--- src/diff_pressure_frame_convert_assert.svh ---
// Assertion macros for the pressure frame converter.
// Clock aclk and active-low reset aresetn are taken from the including scope.
`ifndef DIFF_PRESSURE_FRAME_CONVERT_ASSERT_SVH
`define DIFF_PRESSURE_FRAME_CONVERT_ASSERT_SVH

// Condition implies consequence in the same cycle.
`define DPFC_CHECK(label, ante, cons, msg) \
    label: assert property (@(posedge aclk) disable iff (!aresetn) \
        (ante) |-> (cons)) else $error(msg);

// Condition implies consequence in the next cycle.
`define DPFC_CHECK_NEXT(label, ante, cons, msg) \
    label: assert property (@(posedge aclk) disable iff (!aresetn) \
        (ante) |=> (cons)) else $error(msg);

`endif

--- src/dpfc_pkg.sv ---
// Shared types and constants for the pressure frame converter.
// No dependencies; used by every module of the block.
package dpfc_pkg;

    typedef enum logic [1:0] {
        ST_VALID    = 2'd0,
        ST_BUS_ERR  = 2'd1,
        ST_MEAS_ERR = 2'd2,
        ST_DISABLED = 2'd3
    } status_t;

    // Configuration register indexes
    localparam logic [1:0] CFG_ENABLE     = 2'd0;
    localparam logic [1:0] CFG_OFFSET     = 2'd1;
    localparam logic [1:0] CFG_FULL_SCALE = 2'd2;

    localparam logic [14:0] FULL_SCALE_RESET = 15'd256;

    localparam logic [13:0] PRESS_RAIL = 14'h3FFF;
    localparam logic [10:0] TEMP_RAIL  = 11'h7FF;
    localparam int          DIFF_LIMIT = 255;
    localparam logic [15:0] PRESS_MID  = 16'd16383;

    // Pressure: FS * 6894757 * |16383 - S| / (512 * 409575), rounded
    localparam logic [22:0] PSI_K      = 23'd6894757;
    localparam logic [26:0] HALF_DEN   = 27'd104851200;
    localparam int          DEN_SHIFT  = 9;
    localparam logic [18:0] DEN_ODD    = 19'd409575;
    localparam logic [24:0] RECIP_P    = 25'd21476147;  // floor(2^43 / 409575)
    localparam int          RECIP_P_SH = 43;

    // Temperature: (128000 * T + bias) / 10235
    localparam logic [16:0] TEMP_GAIN  = 17'd128000;
    localparam logic [29:0] TEMP_BIAS  = 30'd584693821;
    localparam logic [13:0] TEMP_DEN   = 14'd10235;
    localparam logic [17:0] RECIP_T    = 18'd209817;    // floor(2^31 / 10235)

    localparam logic signed [26:0] P_MAX = 27'sd16777215;
    localparam logic signed [26:0] P_MIN = -27'sd16777216;

    typedef struct packed {
        logic [1:0]  hdr;
        logic [13:0] press;
        logic [10:0] temp;
        logic        rail;
    } lane_t;

    typedef struct packed {
        status_t     status;
        logic        neg;
        logic [13:0] mag;
        logic [11:0] tsum;
    } merge_t;

endpackage

--- src/dpfc_lane.sv ---
// One frame lane: unpack the counts of a 4-byte frame and flag rail values.
// Depends on dpfc_pkg.
module dpfc_lane (
    input  logic [31:0]          frame,
    output dpfc_pkg::lane_t      lane
);

    always_comb begin
        lane.hdr   = frame[31:30];
        lane.press = frame[29:16];
        lane.temp  = frame[15:5];
        lane.rail  = (lane.press == '0) || (lane.press == dpfc_pkg::PRESS_RAIL) ||
                     (lane.temp == '0)  || (lane.temp == dpfc_pkg::TEMP_RAIL);
    end

endmodule

--- src/dpfc_merge.sv ---
// Merge of the two frame lanes: status precedence, agreement check and sums.
// Depends on dpfc_pkg.
module dpfc_merge (
    input  logic                 enable,
    input  logic                 first_ok,
    input  logic                 second_ok,
    input  dpfc_pkg::lane_t      lane_a,
    input  dpfc_pkg::lane_t      lane_b,
    output dpfc_pkg::merge_t     merged
);

    logic signed [14:0] dp;
    logic signed [11:0] dt;
    logic [14:0]        psum;
    logic signed [15:0] mid_diff;
    logic               disagree;

    always_comb begin
        dp       = $signed({1'b0, lane_a.press}) - $signed({1'b0, lane_b.press});
        dt       = $signed({1'b0, lane_a.temp}) - $signed({1'b0, lane_b.temp});
        disagree = (dp > 15'sd255) || (dp < -15'sd255) ||
                   (dt > 12'sd255) || (dt < -12'sd255);
        psum     = 15'(lane_a.press) + 15'(lane_b.press);
        mid_diff = $signed(dpfc_pkg::PRESS_MID) - $signed({1'b0, psum});

        merged.neg  = mid_diff[15];
        merged.mag  = mid_diff[15] ? 14'(-mid_diff) : mid_diff[13:0];
        merged.tsum = 12'(lane_a.temp) + 12'(lane_b.temp);

        if (!enable) begin
            merged.status = dpfc_pkg::ST_DISABLED;
        end else if (!first_ok || !second_ok || lane_a.hdr[1]) begin
            merged.status = dpfc_pkg::ST_BUS_ERR;
        end else if (lane_a.rail || lane_b.rail || disagree) begin
            merged.status = dpfc_pkg::ST_MEAS_ERR;
        end else begin
            merged.status = dpfc_pkg::ST_VALID;
        end
    end

endmodule

--- src/diff_pressure_frame_convert.sv ---
// Top level of the differential pressure frame converter.
// Depends on dpfc_pkg, dpfc_lane, dpfc_merge and the assertion macro header.
//
// Usage:
//   s_* channel: one item = two 32-bit sensor frames plus a read-ok flag each.
//   m_* channel: one result per item = status, pressure (1/16 Pa, saturated)
//   and temperature (1/256 K). Fields are zero unless status is valid.
//   cfg_*: write-only registers (enable, pressure offset, full scale), taken
//   on any edge with cfg_we high; change them only while the block is idle.
// Pipeline: two lanes unpack and check the frames as the item is accepted
//   into stage 0, seven arithmetic stages run the products and the
//   reciprocal-multiply divisions (pressure by 209702400, temperature by
//   10235, each with a one-step correction), then the output register
//   loads and m_valid rises.
// Throughput: one item per cycle unless stalled; each stage has a valid bit.
// Stall: each stage holds when it is full and the stage after it holds, so
//   items fill bubbles and s_ready drops only once the pipeline is full
//   behind a stalled m_ready. Results are never dropped or repeated.
// Reset: aresetn (synchronous, active low) empties the pipeline and sets
//   enable 0, offset 0, full scale 256/256 psi.
module diff_pressure_frame_convert (
    input  logic                aclk,
    input  logic                aresetn,
    input  logic                cfg_we,
    input  logic [1:0]          cfg_index,
    input  logic [17:0]         cfg_wdata,
    input  logic                s_valid,
    output logic                s_ready,
    input  logic [31:0]         s_first_frame,
    input  logic [31:0]         s_second_frame,
    input  logic                s_first_read_ok,
    input  logic                s_second_read_ok,
    output logic                m_valid,
    input  logic                m_ready,
    output logic [1:0]          m_result_status,
    output logic signed [24:0]  m_pressure_sixteenth_pa,
    output logic [16:0]         m_temperature_k_q8
);

    `include "diff_pressure_frame_convert_assert.svh"

    // ---------------- configuration registers ----------------
    logic        enable_reg;
    logic [17:0] offset_reg;
    logic [14:0] full_scale_reg;

    always_ff @(posedge aclk) begin
        if (!aresetn) begin
            enable_reg     <= 1'b0;
            offset_reg     <= '0;
            full_scale_reg <= dpfc_pkg::FULL_SCALE_RESET;
        end else if (cfg_we) begin
            case (cfg_index)
                dpfc_pkg::CFG_ENABLE:     enable_reg     <= cfg_wdata[0];
                dpfc_pkg::CFG_OFFSET:     offset_reg     <= cfg_wdata;
                dpfc_pkg::CFG_FULL_SCALE: full_scale_reg <= cfg_wdata[14:0];
                default: ;  // unmapped index: drop the write
            endcase
        end
    end

    // ---------------- frame lanes and merge ----------------
    dpfc_pkg::lane_t  lane_a, lane_b;
    dpfc_pkg::merge_t merged;

    dpfc_lane u_lane_a (.frame(s_first_frame),  .lane(lane_a));
    dpfc_lane u_lane_b (.frame(s_second_frame), .lane(lane_b));

    dpfc_merge u_merge (
        .enable    (enable_reg),
        .first_ok  (s_first_read_ok),
        .second_ok (s_second_read_ok),
        .lane_a    (lane_a),
        .lane_b    (lane_b),
        .merged    (merged)
    );

    // ---------------- pipeline flow control ----------------
    // Stages 0..7 are internal; stage 8 is the output register.
    logic [7:0] valid_reg;
    logic       m_valid_reg;
    logic [8:0] st_en;

    always_comb begin
        st_en[8] = !m_valid_reg || m_ready;
        for (int i = 7; i >= 0; i--) begin
            st_en[i] = !valid_reg[i] || st_en[i + 1];
        end
    end

    assign s_ready = st_en[0];
    assign m_valid = m_valid_reg;

    always_ff @(posedge aclk) begin
        if (!aresetn) begin
            valid_reg   <= '0;
            m_valid_reg <= 1'b0;
        end else begin
            if (st_en[0]) begin
                valid_reg[0] <= s_valid;
            end
            for (int i = 1; i < 8; i++) begin
                if (st_en[i]) begin
                    valid_reg[i] <= valid_reg[i - 1];
                end
            end
            if (st_en[8]) begin
                m_valid_reg <= valid_reg[7];
            end
        end
    end

    // Status and sign ride along with the data of every stage.
    dpfc_pkg::status_t stat_reg [8];
    logic [7:0]        neg_reg;

    always_ff @(posedge aclk) begin
        if (st_en[0]) begin
            stat_reg[0] <= merged.status;
            neg_reg[0]  <= merged.neg;
        end
        for (int i = 1; i < 8; i++) begin
            if (st_en[i]) begin
                stat_reg[i] <= stat_reg[i - 1];
                neg_reg[i]  <= neg_reg[i - 1];
            end
        end
    end

    // ---------------- arithmetic payload ----------------
    logic [13:0] mag0_reg;
    logic [11:0] tsum0_reg;
    logic [28:0] fsm1_reg;      // full scale * |16383 - S|
    logic [30:0] nt1_reg;       // temperature numerator
    logic [51:0] m2_reg;        // pressure numerator magnitude
    logic [30:0] nt2_reg;
    logic [16:0] qte2_reg;      // temperature quotient estimate
    logic [42:0] np3_reg;       // pressure numerator >> 9, rounding added
    logic [30:0] nt3_reg;
    logic [16:0] qte3_reg;
    logic [30:0] qtp3_reg;
    logic [45:0] ph4_reg;
    logic [46:0] pl4_reg;
    logic [42:0] np4_reg;
    logic [16:0] tq4_reg;
    logic [24:0] qpe5_reg;      // pressure quotient estimate
    logic [42:0] np5_reg;
    logic [16:0] tq5_reg;
    logic [43:0] pqp6_reg;
    logic [24:0] qpe6_reg;
    logic [42:0] np6_reg;
    logic [16:0] tq6_reg;
    logic [24:0] q7_reg;
    logic [16:0] tq7_reg;

    logic [48:0] tprod;
    logic [67:0] psum5;
    logic [30:0] trem;
    logic [43:0] prem;

    always_comb begin
        tprod = 49'(nt1_reg) * 49'(dpfc_pkg::RECIP_T);
        trem  = nt3_reg - qtp3_reg;
        psum5 = {ph4_reg, 22'b0} + 68'(pl4_reg);
        prem  = 44'(np6_reg) - pqp6_reg;
    end

    always_ff @(posedge aclk) begin
        if (st_en[0]) begin
            mag0_reg  <= merged.mag;
            tsum0_reg <= merged.tsum;
        end
        if (st_en[1]) begin
            fsm1_reg <= 29'(full_scale_reg) * 29'(mag0_reg);
            nt1_reg  <= 31'(tsum0_reg) * 31'(dpfc_pkg::TEMP_GAIN)
                        + 31'(dpfc_pkg::TEMP_BIAS);
        end
        if (st_en[2]) begin
            m2_reg   <= 52'(fsm1_reg) * 52'(dpfc_pkg::PSI_K);
            nt2_reg  <= nt1_reg;
            qte2_reg <= tprod[47:31];
        end
        if (st_en[3]) begin
            np3_reg  <= 43'((m2_reg + 52'(dpfc_pkg::HALF_DEN)) >> dpfc_pkg::DEN_SHIFT);
            nt3_reg  <= nt2_reg;
            qte3_reg <= qte2_reg;
            qtp3_reg <= 31'(qte2_reg) * 31'(dpfc_pkg::TEMP_DEN);
        end
        if (st_en[4]) begin
            // Split the 43-bit numerator so each product stays narrow.
            ph4_reg <= 46'(np3_reg[42:22]) * 46'(dpfc_pkg::RECIP_P);
            pl4_reg <= 47'(np3_reg[21:0]) * 47'(dpfc_pkg::RECIP_P);
            np4_reg <= np3_reg;
            tq4_reg <= (trem >= 31'(dpfc_pkg::TEMP_DEN)) ? qte3_reg + 17'd1 : qte3_reg;
        end
        if (st_en[5]) begin
            qpe5_reg <= psum5[dpfc_pkg::RECIP_P_SH +: 25];
            np5_reg  <= np4_reg;
            tq5_reg  <= tq4_reg;
        end
        if (st_en[6]) begin
            pqp6_reg <= 44'(qpe5_reg) * 44'(dpfc_pkg::DEN_ODD);
            qpe6_reg <= qpe5_reg;
            np6_reg  <= np5_reg;
            tq6_reg  <= tq5_reg;
        end
        if (st_en[7]) begin
            q7_reg  <= (prem >= 44'(dpfc_pkg::DEN_ODD)) ? qpe6_reg + 25'd1 : qpe6_reg;
            tq7_reg <= tq6_reg;
        end
    end

    // ---------------- output stage: sign, offset, saturate ----------------
    logic signed [26:0] q_signed;
    logic signed [26:0] off_scaled;
    logic signed [26:0] p_sum;
    logic signed [24:0] p_sat;

    always_comb begin
        q_signed   = neg_reg[7] ? -$signed(27'(q7_reg)) : $signed(27'(q7_reg));
        off_scaled = $signed({{5{offset_reg[17]}}, offset_reg, 4'b0000});
        p_sum      = q_signed + off_scaled;
        if (p_sum > dpfc_pkg::P_MAX) begin
            p_sat = 25'(dpfc_pkg::P_MAX);
        end else if (p_sum < dpfc_pkg::P_MIN) begin
            p_sat = 25'(dpfc_pkg::P_MIN);
        end else begin
            p_sat = p_sum[24:0];
        end
    end

    dpfc_pkg::status_t  out_stat_reg;
    logic signed [24:0] out_press_reg;
    logic [16:0]        out_temp_reg;

    always_ff @(posedge aclk) begin
        if (st_en[8]) begin
            out_stat_reg <= stat_reg[7];
            // Zero the fields of every item that did not convert.
            if (stat_reg[7] == dpfc_pkg::ST_VALID) begin
                out_press_reg <= p_sat;
                out_temp_reg  <= tq7_reg;
            end else begin
                out_press_reg <= '0;
                out_temp_reg  <= '0;
            end
        end
    end

    assign m_result_status         = out_stat_reg;
    assign m_pressure_sixteenth_pa = out_press_reg;
    assign m_temperature_k_q8      = out_temp_reg;

    // ---------------- assertions ----------------
    `DPFC_CHECK(a_fields_zero_on_error,
        m_valid_reg && (out_stat_reg != dpfc_pkg::ST_VALID),
        (out_press_reg == '0) && (out_temp_reg == '0),
        "result fields not zero on error status")
    `DPFC_CHECK(a_stall_only_from_output, !s_ready, m_valid_reg && !m_ready,
        "input stalled while output side can move")
    `DPFC_CHECK(a_press_recip_bound, valid_reg[6],
        prem < (44'(dpfc_pkg::DEN_ODD) << 1),
        "pressure quotient estimate off by more than one")
    `DPFC_CHECK(a_temp_recip_bound, valid_reg[3],
        trem < (31'(dpfc_pkg::TEMP_DEN) << 1),
        "temperature quotient estimate off by more than one")
    `DPFC_CHECK_NEXT(a_disabled_status, s_valid && s_ready && !enable_reg && !cfg_we,
        valid_reg[0] && (stat_reg[0] == dpfc_pkg::ST_DISABLED),
        "item accepted while disabled lost its status")

endmodule
--- config.mk ---
export PLATFORM = sky130hd
export DESIGN_NAME = diff_pressure_frame_convert
export DESIGN_NICKNAME = d
export VERILOG_FILES = /design/src/dpfc_pkg.sv /design/src/dpfc_lane.sv /design/src/dpfc_merge.sv /design/src/diff_pressure_frame_convert.sv
export VERILOG_INCLUDE_DIRS = /design/src /design/src/src
export SDC_FILE = /design/constraint.sdc
export NUM_CORES = 2
export LEC_CHECK = 0
export ABC_AREA = 1
export BUFFER_PORTS_ARGS = -buffer_cell sky130_fd_sc_hd__buf_2
export CAP_MARGIN = 20
export CORE_ASPECT_RATIO = 0.7
export CORE_MARGIN = 10
export CORE_UTILIZATION = 45
export CTS_CLUSTER_DIAMETER = 200
export DETAILED_ROUTE_END_ITERATION = 10
export PLACE_DENSITY = 0.61
export SYNTH_ARGS = -nofsm -noshare
export SYNTH_HDL_FRONTEND = slang
export SYNTH_SLANG_ARGS = --single-unit
--- constraint.sdc ---
create_clock -name aclk -period 45.7 [get_ports aclk]
set_input_delay 13.71 -clock aclk [delete_from_list [all_inputs] [get_ports aclk]]
set_output_delay 13.71 -clock aclk [all_outputs]
set_load 0.1 [all_outputs]
# Word level (Yosys, flattened, before mapping)

Memories as Yosys holds them, arrays and structs flattened.
Index checks and enable logic that the tools add are counted.

Bitwise operators: 1
Reductions and logical operators: 43
Eq/ne operators: 6
$add $sub $neg: 15
$mul: 8
Mux-type cells: 25
Order comparisons: 8

Operators by type and width:

| cell                                                                              | number |
|---|---|
| 68-bit by 47-bit adder with 68-bit output                                         | 1 |
| 52-bit by 27-bit adder with 52-bit output, second input constant                  | 1 |
| 29-bit by 23-bit multiplier with 52-bit output, second input constant             | 1 |
| 25-bit 2-to-1 mux                                                                 | 2 |
| 31-bit by 18-bit multiplier with 48-bit output, second input constant             | 1 |
| 22-bit by 25-bit multiplier with 47-bit output, second input constant             | 1 |
| 21-bit by 25-bit multiplier with 46-bit output, second input constant             | 1 |
| 44-bit by 19-bit >= comparator with 1-bit output, second input constant           | 1 |
| 25-bit by 19-bit multiplier with 44-bit output, second input constant             | 1 |
| 43-bit by 44-bit subtractor with 44-bit output                                    | 1 |
| 29-bit by 30-bit adder with 31-bit output, second input constant                  | 1 |
| 31-bit by 14-bit >= comparator with 1-bit output, second input constant           | 1 |
| 17-bit by 14-bit multiplier with 31-bit output, second input constant             | 1 |
| 31-bit subtractor                                                                 | 1 |
| 15-bit by 14-bit multiplier with 29-bit output                                    | 1 |
| 14-bit == test, second input constant                                             | 2 |
| 14-bit zero test                                                                  | 2 |
| 27-bit by 22-bit adder with 27-bit output                                         | 1 |
| 27-bit by 25-bit greater-than comparator with 1-bit output, second input constant | 1 |
| 27-bit by 25-bit less-than comparator with 1-bit output, second input constant    | 1 |
| 27-bit 2-to-1 mux                                                                 | 1 |
| 25-bit negator with 27-bit output                                                 | 1 |
| 25-bit by 1-bit adder with 25-bit output, second input constant                   | 1 |
| 24-bit 2-to-1 mux                                                                 | 1 |
| other kinds (26)                                                                  | 79 |

Memory bits (writable): 16
Input port bits: 91
Word-level logic and storage cells: 155
Memories: 1
Register bits after elaboration: 812

Memories:

| memory   | depth | bits a word | read ports | clocked after memory_dff | wr ports | line                               | text |
|---|---|---|---|---|---|---|---|
| stat_reg | 8     | 2           | 8          | 0                        | 8        | diff_pressure_frame_convert.sv:114 | `dpfc_pkg::status_t stat_reg [8];` |

# Longest topological paths before layout

Depth after elaboration: 12
Gate-level depth with buffers: 29
Gate-level depth less buffers: 29

# Cells and area by module

From an unflattened synthesis, not the netlist that was laid out.

Cell total of the unflattened synthesis: 10926
Area total of the unflattened synthesis: 98587.1 sq um

By module, submodules not included:

| module                      | area an instance (sq um) | cells an instance | times used | seq. area each (sq um) |
|---|---|---|---|---|
| diff_pressure_frame_convert | 94399.3                  | 10159             | 1          | 22541.6 |
| dpfc_merge                  | 3344.5                   | 601               | 1          | 0.0 |
| dpfc_lane                   | 421.7                    | 83                | 2          | 0.0 |

# Least setup slack after synthesis

No wires, ideal clock.

Path kind: input to output
Start: input m_ready
End: output s_ready
Setup slack: 3156 ps
Arrival: 28834 ps
Cell stages on the path: 16
Buffers on the path: 0
Cells stage by stage: nor2_1 -> inv_1 -> nor2_1 -> inv_1 -> nor2_1 -> inv_1 -> nor2_1 -> inv_1 -> nor2_1 -> inv_1 -> nor2_1 -> inv_1 -> nor2_1 -> inv_1 -> nor2_1 -> nand2_1

Word-level cells in the longest chain between the ends: 9

RTL lines:

| item                          | line                              | text |
|---|---|---|
| start: declaration            | diff_pressure_frame_convert.sv:34 | `input logic m_ready,` |
| 1-bit logical OR              | diff_pressure_frame_convert.sv:85 | `st_en[8] = !m_valid_reg \|\| m_ready;` |
| net st_en[8]                  | diff_pressure_frame_convert.sv:82 | `logic [8:0] st_en;` |
| 1-bit logical OR              | diff_pressure_frame_convert.sv:87 | `st_en[i] = !valid_reg[i] \|\| st_en[i + 1];` |
| net st_en[7]                  | diff_pressure_frame_convert.sv:82 |  |
| 1-bit logical OR              | diff_pressure_frame_convert.sv:87 |  |
| net st_en[6]                  | diff_pressure_frame_convert.sv:82 |  |
| 1-bit logical OR              | diff_pressure_frame_convert.sv:87 |  |
| net st_en[5]                  | diff_pressure_frame_convert.sv:82 |  |
| 1-bit logical OR              | diff_pressure_frame_convert.sv:87 |  |
| net st_en[4]                  | diff_pressure_frame_convert.sv:82 |  |
| 1-bit logical OR              | diff_pressure_frame_convert.sv:87 |  |
| net st_en[3]                  | diff_pressure_frame_convert.sv:82 |  |
| 1-bit logical OR              | diff_pressure_frame_convert.sv:87 |  |
| net st_en[2]                  | diff_pressure_frame_convert.sv:82 |  |
| 1-bit logical OR (2 in a row) | diff_pressure_frame_convert.sv:87 |  |
| end: declaration              | diff_pressure_frame_convert.sv:28 | `output logic s_ready,` |

The timed path passes the listed nets, and every way through them passes these cells.

# Final worst setup path

Same ends and word-level chain as after synthesis.

==> flow_summary_export.csv <==
group,metric,value,unit
status,status,"finished clean",
final_layout,final_cell_mix,"2741 x inv_1, 1581 x nand2_1, 1411 x ha_1",
route,wl_per_cell,19.3,um
final_layout,drive_above_1_share,3.01,%
hold_path,hp-class,"flop to flop",
floorplan,core,214000,um2
sta,tightest_slew,1.08,ns
floorplan,start_util,45.4,%
worst_setup_path,crit_slowest_cell,"nand2_2",
worst_setup_path,crit_fanout,57,
clock_tree,cts_buffer_depth,3,
final_layout,nNetsFinal,13500,
final_layout,area_growth,6.91,%
worst_setup_path,max_stage_delay,0.71,ns
place,portBuffers,123,
clock_tree,cts_resized,0,
global_route,grt_use_total,22.4,%
synthesis,synth_compound_area_share,5.90,%
synthesis,synth-adder-area-share,43.4,%
worst_setup_path,cpMostUsedCell,"nor2_1",
global_route,antenna_found_initial,4,
place,gp_congestion,0.940,
floorplan,die_area,235000,um2
place,hpwl,228000,um
synthesis,syn-instance-count,10600,
run,drv_cap,0,
clock_tree,cts_sinks,765,
global_route,grt_start_max_net_pins,85,
route,drt_pre_antenna_iters,6,
final_layout,largest_reg_flops,46,
sta,period_minus_slack,33.32,ns
synthesis,avgSynthCellArea,9.17,um2
synthesis,synth_area,97300,um2
floorplan,ioPinCount,137,
route,drtAntennaViolNets,0,
synthesis,ys.flop_type,"edfxtp_1",
sta,rsz0062_at_grt,"no",
synthesis,synth-edff-count,722,
synthesis,synth.area.top_cells,"fa_1 25%, edfxtp_1 22%, ha_1 18%",
floorplan,rows,142,
worst_setup_path,critPathLaunch,"m_ready",
worst_setup_path,crit_required,31.99,ns
global_route,grt_pass1_vias,71500,
route,wl_met1,133000,um
synthesis,synth_top_family_by_area,"adder cells",
synthesis,ys.warnings.count,0,
floorplan,fp.dieW,576,um
clock_tree,ctsHoldBuffers,0,
clock_tree,postCtsSetupBuffers,0,
clock_tree,cts_buffers,78,
route,top_layer_used,"met4",
sta,setup_viol,0,
hold_path,hold_start,"tq4_reg[9]",
route,wirelength,264000,um
synthesis,syn_nets,13300,
worst_setup_path,crit_type,"input port to output port",
synthesis,synth_top_area_share,25.2,%
worst_setup_path,crit_buf_inv,11,
sta,period_share,72.9,%
worst_setup_path,r2r-start,"np3_reg[29]",
worst_setup_path,critPathTopFamily,"buffers and inverters",
place,dp_slack,12.25,ns
worst_setup_path,worst_setup_path_end_kind,"output port",
sta,drv_slew,0,
synthesis,synthArstFlopShare,0,%
worst_setup_path,worstPathArrival,19.61,ns
clock_tree,clk_latency,0.69,ns
route,via_per_inst,5.13,
route,routed-wl-met2,108000,um
synthesis,synth.mux.area_fraction,0,%
worst_setup_path,critPathLaunchType,"input port",
route,drt_iter0_drc,6010,
global_route,globalRouteOverflowTotal,0,
final_layout,final_common_cell,"inv_1",
clock_tree,h-tree-depth,3,
route,dr_wl_met3,19500,um
clock_tree,cts_tree,"yes",
sta,layout_setup_ws,12.38,ns
sta,max_slew_margin,28.1,%
synthesis,yosysTopAreaCell,"fa_1",
sta,hold_violations,0,
worst_setup_path,crit_chain,"buf_2 > nor2_1 > inv_2 > buf_4 > nor2_1 > inv_2 > buf_4 > nor2_1 > inv_6 > nor2_1 > inv_4 > nor2_1 > inv_6 > nor2_1 > inv_4 > nor2_1 > clkinv_2 > nor2_1 > nand2_2 > buf_2",
sta,fin_skew,0.0385,ns
floorplan,dieHeight,409,um
route,drc,0,
synthesis,synth-seq-cells,765,
route,via_count,70400,
synthesis,synth_cell_types,61,
synthesis,ys_seq_area_share,23.2,%
synthesis,synth_xor_area_share,4.31,%
synthesis,synthSimpleGateAreaFrac,12.3,%
clock_tree,cts.clk_slew.worst_paths,0.06,ns
sta,max_freq,30.0,MHz
sta,setup_tns,0,ns
clock_tree,cts-root-buf,"clkbuf_16",
global_route,grt_first_pass_wirelength,416000,um
## final cells by class
class                           count  area, um2
Multi-Input combinational cell   7023      64100
Fill cell                       20400     110000
Sequential cell                   765      22500
Inverter                         2758      10400
Antenna cell                        1       2.50
Clock buffer                       94       2060
Tap cell                         2880       3600
Timing Repair Buffer              154        848
Clock inverter                     46        467
## worst register-to-register path: cells and delay by family, from the launching register on
kind	cells	cell delay, ns
compound gates	3	0.83
buf+inv	5	0.35
fa+ha+maj	8	4.04
simple gates	5	0.78
xor+xnor	1	0.11
flops	1	0.80
## layer usage
layer	global-route usage [%]	vias up
met3	4.04	182
met5	0	-
li1	-	33700
met4	3.11	0
met1	35.4	34500
met2	32.4	2057
## worst paths after layout
kind,to,slack [ns],cells after the start
max,s_ready,12.38,20
max reg2reg,ph4_reg[43],38.52,22
min,tq5_reg[9],0.40,0
min reg2reg,tq5_reg[9],0.40,0
## kinds of logic after synthesis
logic type      count (synthesis)
flops                         765
buf+inv                      2821
xor+xnor                      479
compound gates               1020
simple gates                 2887
fa+ha+maj                    2637
## Yosys cell counts, drive strengths merged (21+ instances only)
cell type	n
xnor2	166
nor3	109
nand3	329
o21bai	35
nand4	79
xor2	313
nor4	51
fa	1226
nand2	1587
a21boi	21
edfxtp	722
clkbuf	50
a31oi	66
a21oi	495
ha	1411
a21o	38
inv	2756
o21ai	261
o21a	29
dfxtp	43
nor2	682
## metrics by stage
| stage | util [%] | hold slack, ns | instance area [um2] | cells |
|---|---|---|---|---|
| after floorplan | - | 0.400 | 97300 | 10600 |
| after detailed placement | 47.3 | 0.405 | 101000 | 13600 |
| after global routing | 48.5 | 0.413 | 104000 | 13700 |
| after global placement | 47.3 | 0.401 | 101000 | 13600 |
| final | 48.5 | 0.399 | 104000 | 13700 |
| after CTS | 48.5 | 0.391 | 104000 | 13700 |
Power is not shown: default switching activity piles up to over one toggle a cycle in this logic, so the estimate is an artifact.
